File: src/rtl/slri_pkg.sv
// Shared types and status codes for the sorted list insert/remove core.
package slri_pkg;

  localparam int unsigned StatusBits    = 2;
  localparam int unsigned OccupancyBits = 5;
  localparam int unsigned PortValueBits = 32;

  typedef enum logic {
    REQ_INSERT = 1'b0,
    REQ_REMOVE = 1'b1
  } req_type_e;

  typedef enum logic [StatusBits-1:0] {
    ST_INSERTED  = 2'd0,
    ST_REMOVED   = 2'd1,
    ST_NOT_FOUND = 2'd2,
    ST_FULL      = 2'd3
  } status_e;

  // Per-transaction command broadcast to every cell
  typedef struct packed {
    logic ins_en;
    logic rem_en;
  } cell_cmd_t;

  // Compare flags a cell hands to its right-hand neighbor
  typedef struct packed {
    logic gt;
    logic eq;
  } cell_flags_t;

endpackage

File: src/rtl/slri_cell.sv
// One storage cell of the sorted chain: compare against the key, then shift or load.
module slri_cell import slri_pkg::*; #(
  parameter int unsigned VALUE_BITS = 32
) (
  input  logic                         clk_i,
  input  logic signed [VALUE_BITS-1:0] key_i,
  input  cell_cmd_t                    cmd_i,
  input  logic                         valid_i,
  input  logic signed [VALUE_BITS-1:0] left_val_i,
  input  cell_flags_t                  left_flags_i,
  input  logic signed [VALUE_BITS-1:0] right_val_i,
  input  logic                         right_exists_i,
  output logic signed [VALUE_BITS-1:0] val_o,
  output cell_flags_t                  flags_o
);

  logic signed [VALUE_BITS-1:0] val_q;
  logic signed [VALUE_BITS-1:0] val_d;
  logic                         gt;
  logic                         eq;

  assign gt = valid_i && (val_q > key_i);
  assign eq = valid_i && (val_q == key_i);

  always_comb begin
    val_d = val_q;
    if (cmd_i.ins_en) begin
      // take the left entry when it moves right; otherwise load the key at the gap
      if (left_flags_i.gt) begin
        val_d = left_val_i;
      end else if (!valid_i || gt) begin
        val_d = key_i;
      end
    end else if (cmd_i.rem_en) begin
      // every entry at or above the key advances one place toward the head
      if ((gt || eq) && right_exists_i) begin
        val_d = right_val_i;
      end
    end
  end

  always_ff @(posedge clk_i) begin
    val_q <= val_d;
  end

  assign val_o      = val_q;
  assign flags_o.gt = gt;
  assign flags_o.eq = eq;

endmodule

File: src/rtl/sorted_list_insert_remove_core.sv
// Result: done_o strobes in the cycle after an accepted start, carrying the result.
// Throughput: one transaction per cycle; busy stays low, and all cells update together at the clock edge.
// Every cell compares the broadcast key in parallel and shifts toward its neighbor.
// Reset clears the entry count and the result strobe; cell contents stay undefined
// until written and are never shown past the count.
// The result is valid on done_o for exactly one cycle; the receiver cannot stall.
module sorted_list_insert_remove_core import slri_pkg::*; #(
  parameter int unsigned CAPACITY   = 16,
  parameter int unsigned VALUE_BITS = 32
) (
  input  logic                     clk_i,
  input  logic                     rst_ni,
  input  logic                     start,
  output logic                     busy,
  input  logic                     req_type_i,
  input  logic [PortValueBits-1:0] value_i,
  output logic                     done_o,
  output logic [StatusBits-1:0]    status_o,
  output logic [OccupancyBits-1:0] occupancy_o,
  output logic [PortValueBits-1:0] smallest_value_o
);

  localparam int unsigned CountBits = $clog2(CAPACITY + 1);

  logic signed [VALUE_BITS-1:0] key;
  logic signed [VALUE_BITS-1:0] cell_val [CAPACITY];
  cell_flags_t                  cell_flags [CAPACITY];
  logic [CAPACITY-1:0]          cell_valid;
  logic [CAPACITY-1:0]          cell_eq;
  cell_cmd_t                    cmd;

  logic [CountBits-1:0] count_q, count_d;
  logic                 done_q;
  status_e              status_q, status_d;

  logic accept;
  logic full;
  logic found;

  assign busy   = 1'b0;
  assign accept = start && !busy;
  assign key    = VALUE_BITS'(signed'(value_i));
  assign full   = (count_q >= CountBits'(CAPACITY));
  assign found  = |cell_eq;

  assign cmd.ins_en = accept && (req_type_i == REQ_INSERT) && !full;
  assign cmd.rem_en = accept && (req_type_i == REQ_REMOVE) && found;

  for (genvar i = 0; i < CAPACITY; i++) begin : g_cell
    logic signed [VALUE_BITS-1:0] left_val;
    cell_flags_t                  left_flags;
    logic signed [VALUE_BITS-1:0] right_val;
    logic                         right_exists;

    assign cell_valid[i] = (CountBits'(i) < count_q);
    assign cell_eq[i]    = cell_flags[i].eq;

    if (i == 0) begin : g_head
      assign left_val   = '0;
      assign left_flags = '0;
    end else begin : g_body
      assign left_val   = cell_val[i-1];
      assign left_flags = cell_flags[i-1];
    end

    if (i == CAPACITY - 1) begin : g_tail
      assign right_val    = cell_val[i];
      assign right_exists = 1'b0;
    end else begin : g_inner
      assign right_val    = cell_val[i+1];
      assign right_exists = 1'b1;
    end

    slri_cell #(
      .VALUE_BITS(VALUE_BITS)
    ) u_cell (
      .clk_i         (clk_i),
      .key_i         (key),
      .cmd_i         (cmd),
      .valid_i       (cell_valid[i]),
      .left_val_i    (left_val),
      .left_flags_i  (left_flags),
      .right_val_i   (right_val),
      .right_exists_i(right_exists),
      .val_o         (cell_val[i]),
      .flags_o       (cell_flags[i])
    );
  end

  always_comb begin
    count_d  = count_q;
    status_d = status_q;
    if (accept) begin
      unique case (req_type_i)
        REQ_INSERT: begin
          if (full) begin
            status_d = ST_FULL;
          end else begin
            status_d = ST_INSERTED;
            count_d  = count_q + CountBits'(1);
          end
        end
        REQ_REMOVE: begin
          if (found) begin
            status_d = ST_REMOVED;
            count_d  = count_q - CountBits'(1);
          end else begin
            status_d = ST_NOT_FOUND;
          end
        end
        default: status_d = status_q;
      endcase
    end
  end

  always_ff @(posedge clk_i or negedge rst_ni) begin
    if (!rst_ni) begin
      count_q  <= '0;
      done_q   <= 1'b0;
      status_q <= ST_INSERTED;
    end else begin
      count_q  <= count_d;
      done_q   <= accept;
      status_q <= status_d;
    end
  end

  assign done_o           = done_q;
  assign status_o         = status_q;
  assign occupancy_o      = OccupancyBits'(count_q);
  assign smallest_value_o = (count_q != '0) ? PortValueBits'(signed'(cell_val[0])) : '0;

endmodule

File: config.mk
export PLATFORM = sky130hd
export DESIGN_NAME = sorted_list_insert_remove_core
export DESIGN_NICKNAME = d
export VERILOG_FILES = /design/src/rtl/slri_pkg.sv /design/src/rtl/slri_cell.sv /design/src/rtl/sorted_list_insert_remove_core.sv
export SDC_FILE = /design/constraint.sdc
export NUM_CORES = 2
export LEC_CHECK = 0
export BUFFER_PORTS_ARGS = -buffer_cell sky130_fd_sc_hd__buf_2
export CAP_MARGIN = 20
export CORE_ASPECT_RATIO = 1.25
export CORE_MARGIN = 1
export CORE_UTILIZATION = 35
export DETAILED_ROUTE_END_ITERATION = 8
export PLACE_DENSITY = 0.55
export SYNTH_ARGS = -nofsm -noshare
export SYNTH_HDL_FRONTEND = slang
export SYNTH_SLANG_ARGS = --single-unit
export TNS_END_PERCENT = 100
File: constraint.sdc
create_clock -name clk_i -period 6.8 [get_ports clk_i]
set_input_delay 1.36 -clock clk_i [delete_from_list [all_inputs] [get_ports clk_i]]
set_output_delay 1.36 -clock clk_i [all_outputs]
set_load 0.01 [all_outputs]
Word-level counts from Yosys, hierarchy flattened
Cells that the tools add are included. Widths: inputs -> output; s select.

Register bits after elaboration: 520. Input port bits: 36. Output and inout port bits: 41. Word-level logic and storage cells: 291.

Add/subtract/negate cells: 2. Order comparisons: 33. Equal/unequal tests: 33. Muxes and demuxes: 83. Bitwise operators: 1. Reduce and logical (&&, ||, !) cells: 120.

Operators with widths (number): $mux 32 (77); $eq 32x32->1 (16); $gt 32x32->1 (16); $reduce_and 3->1 (16); $ne 3x1->1 const B (14); $lt 4x5->1 const A (8); $logic_and 1x1->1 (36); $reduce_bool 2->1 (17); $logic_or 1x1->1 (31); $lt 3x5->1 const A (4); $logic_not 1->1 (17); $reduce_or 16->1 (1); $lt 1x5->1 const A (2); $lt 2x5->1 const A (2); $mux 5 (2); $pmux 5 s2 (1); $add 5x1->5 const B (1); $ge 5x5->1 const B (1); $reduce_bool 5->1 (1); $sub 5x1->5 const B (1); $mux 2 (2); $ne 2x1->1 const B (2); $pmux 2 s2 (1); $ne 2x2->1 const B (1); 2 further kinds (2).

Logic depth before layout (Yosys ltp)
Word-level depth: 6. Depth in mapped cells: 13.

Cells and area by module
A second synthesis with hierarchy kept.

Cells, all modules: 4364. Area, all modules: 41143.2 um^2.

By module, submodules not included: slri_cell at g_cell[0].u_cell ... (times used 15, cells each 265, area each 2512.4 um^2, sequential area each 960.9 um^2); slri_cell at g_cell[15].u_cell (times used 1, cells each 265, area each 2496.1 um^2, sequential area each 960.9 um^2); sorted_list_insert_remove_core (times used 1, cells each 124, area each 960.9 um^2, sequential area each 200.2 um^2).

Least setup slack after synthesis
Ideal clock, no wire load.

Kind: input-to-reg. From: input port value_i[1]. To: register g_cell[10].u_cell.val_q[0], enable pin. Library setup time: 0.511 ns. Arrival: 6.984 ns. Required time: 6.289 ns. Path slack: -0.695 ns. Stages: 10. Buffers on the path: 1. Path through: clkbuf_1 inv_1 ha_1 nor2b_1 o211ai_1 a2111oi_1 or4_4 a2111oi_4 mux2i_1 o41ai_1.

Cells in the longest elaborated chain, start to end: 6.

RTL lines: from (decl) (RTL line sorted_list_insert_remove_core.sv:16) `input logic [PortValueBits-1:0] value_i,`; parallel branches: the longest is 5 deep, another holds $gt 32x32->1; $reduce_and 3->1 (no line) *; to (signal assigned) (RTL line slri_cell.sv:43) `val_q <= val_d;`; to (decl) (RTL line slri_cell.sv:17) `logic signed [VALUE_BITS-1:0] val_q;`.

Mark *: on every way between the ends. A chain may end at the register's enable or synchronous reset.

Worst setup path after layout
From: input port value_i[23]. To: register g_cell[2].u_cell.val_q[24], enable pin.

Cells in the longest elaborated chain, start to end: 6.

RTL lines (RTL line): parallel branches: the longest is 5 deep, another holds $gt 32x32->1; $reduce_and 3->1 (no line) *; to (signal assigned) (slri_cell.sv:43); to (decl) (slri_cell.sv:17).

Marks and branches as above.

==> impl_metrics.tcl <==
set metrics [dict create \
    final_area_um2 42400 \
    syn-num-nets 4321 \
    critPathCaptureType "register" \
    path_delay_family "simple AND/OR/NAND/NOR gates" \
    worstPathArrival_ns 5.86 \
    dpl_cell_area_um2 40300 \
    ys_types 76 \
    cts_tree "yes" \
    final-setup-viol-count 0 \
    crit_path_top_delay_cell "nor3_4" \
    clock-sinks 520 \
    grt_pass1_wl_um 188000 \
    dp.final_hpwl_um 92300 \
    area_growth_pct 11.2 \
    powerDensity_nw_per_um2 315 \
    synth_area_um2 38200 \
    cts_buffers 67 \
    synthTopCellsByArea "edfxtp_1, ha_1, mux2i_1" \
    critPathKind "input pin to register" \
    leakage_nw 17.2 \
    holdPathStages 2 \
    cp.depth 11 \
    dieHeight_um 371 \
    route.detailed.drc 0 \
    rsz0062_at_grt "false" \
    first_global_vias 30000 \
    tns_ns 0 \
    gp_congestion 0.895 \
    total_power_mw 13.4 \
    cts_root_buf "clkbuf_16" \
    viasPerCell 5.73 \
    worst_slew_pin_slew_ns 1.05 \
    fin_worst_skew_ns 0.0271 \
    synth.top_cell.area_share 0.403 \
    synth_area_per_cell_um2 10.1 \
    io_pins 77 \
    critPathBufInv 3 \
    ys_seq_elements 520 \
    initial_utilization 0.352 \
    postRouteAntennaNets 0 \
    slew_violations 0 \
    hold_viol_final 0 \
    die_x_um 297 \
    grt_max_degree 227 \
    multiInputGateArea_um2 21500 \
    rows 135 \
    drv_cap 0 \
    finalCritPeriodShare 0.814 \
    portBuffers 75 \
    relSlewSlack 0.295 \
    final_common_cell "ha_1" \
    wl_um 125000 \
    critPathMaxFanout 17 \
    fillers 10700 \
    hold_path.class "register to register" \
    die_area_um2 110000 \
    drtIter0Drc 2335 \
    drive_gt1_frac 0.0910 \
    clk_latency_ns 0.63 \
    outcome "completed" \
    peakVddDrop_v 0.000197 \
    synth_ff_type "edfxtp_1" \
    synthArstFlopShare 0.0154 \
    cts_max_level 3 \
    final_cell_mix "ha_1, edfxtp_1, nand2_1" \
    fin_crit_ns 5.53 \
    grt_overflow 0 \
    core_um2 108000 \
    synth_seq_area_share 0.408 \
    seqCellArea_um2 15600 \
    synth_edf_count 512 \
    antenna_found_initial 9 \
    drt-wirelength-per-cell_um 23.6 \
    synth_top_area_cell "edfxtp_1" \
    clk_pin_slew_worst_paths_ns 0.06 \
    grt_usage 0.222 \
    vias 30300 \
    drt_pass1_iterations 5 \
    cts_buffer_depth 3 \
    cts_resized 0 \
    slowest_delay_ns 0.91 \
    postCtsSetupBuffers 0 \
    hold_buffers 0 \
    cp-start-kind "input pin" \
    nNetsFinal 4347 \
    ff2ff_path_depth 9 \
    critPathRequiredTime_ns 7.13 \
    crit_chain "buf_2, inv_1, ha_1, and4_1, nor4bb_1, nand3_1, o21ai_0, a2111o_1, o21ai_4, nor3_4, buf_12" \
    fmax_ghz 0.181 \
    syn_inst 3769 \
    synth_warnings 0 \
]
## power breakdown
part / leakage (nW) / total (mW) / switching [mW] / internal (mW)
clock network: 0.998 / 3.49 / 1.51 / 1.98
registers: 4.79 / 4.81 / 0.513 / 4.29
logic: 11.4 / 5.07 / 3.15 / 1.92
## worst min-delay path, stage by stage, from the launching register on
cell and delay (ns):
edfxtp_1 0.35, nand2_1 0.05, o21ai_0 0.06
## cells by family after synthesis
| logic type | Yosys count | synth area share |
|---|---|---|
| simple gates | 1003 | 0.122 |
| buf+inv | 288 | 0.0366 |
| fa+ha+maj | 516 | 0.169 |
| compound gates | 1011 | 0.150 |
| other cells | 1 | 0.0000983 |
| flops | 520 | 0.408 |
| mux | 421 | 0.112 |
| xor+xnor | 9 | 0.00207 |
## flip-flops by register name, indices dropped and copies added (netlist names)
signal               cells
g_cell.u_cell.val_o    512
occupancy_o              5
status_o                 2
done_o                   1
## through the flow
step           hold slack, ns   util  setup slack, ns  instances
6_report                0.571  0.392             1.27       5288
5_1_grt                 0.597  0.392             1.02       5286
4_1_cts                 0.570  0.392             1.28       5284
3_3_place_gp            0.543  0.372            0.736       5161
3_5_place_dp            0.555  0.373            0.624       5163
2_1_floorplan           0.516      -           0.0588       3769
## area by class of cell
cell class                      instances  share of cell area
Clock buffer                           83              0.0419
Timing Repair Buffer                  177              0.0290
Clock inverter                         38             0.00696
Sequential cell                       520               0.367
Antenna cell                            3            0.000177
Multi-Input combinational cell       2961               0.506
Inverter                               68             0.00619
Tap cell                             1438              0.0424
## final timing paths
kind	startpoint	end	slack, ns
setup / recovery	value_i[23]	g_cell[2].u_cell.val_o[24]	1.27
hold / removal	g_cell[15].u_cell.val_o[24]	g_cell[14].u_cell.val_o[24]	0.57
setup reg to reg	g_cell[0].u_cell.val_o[27]	g_cell[2].u_cell.val_o[24]	2.50
hold reg to reg	g_cell[15].u_cell.val_o[24]	g_cell[14].u_cell.val_o[24]	0.57
max in group asynchronous	rst_ni	occupancy_o[0]	5.84
min in group asynchronous	rst_ni	done_o	0.65
## synthesized netlist by cell type (4+ instances only)
master     number
ha_1          516
edfxtp_1      512
nand2_1       425
a21oi_1       411
mux2i_1       382
o21ai_0       310
nor2_1        212
clkbuf_1      131
nand4_1       107
o21ai_1        98
nand3_1        88
inv_1          68
nor2b_1        55
a21o_1         42
buf_2          41
mux2_2         35
buf_4          31
nor3_1         26
o211ai_1       20
nor4_1         19
and4_1         18
a211oi_1       16
o21a_1         12
a221oi_1       11
nand2b_1       11
a21boi_0       10
o221ai_1        9
dfrtp_1         8
a2111o_1        7
a2111oi_0       7
buf_12          7
xor2_1          7
a31oi_1         6
and2_1          6
buf_1           6
o31ai_1         6
o2bb2ai_1       5
or4_1           5
nor3b_1         4
o22ai_1         4
o41a_1          4
or2_2           4
## metal layers
layer	GRT usage	part of all wire
met1	0.294	0.44
met2	0.375	0.48
met3	0.0307	0.057
met4	0.0653	0.024
met5	0	0.00073
Note: power is estimated with default switching activity, not from simulation.
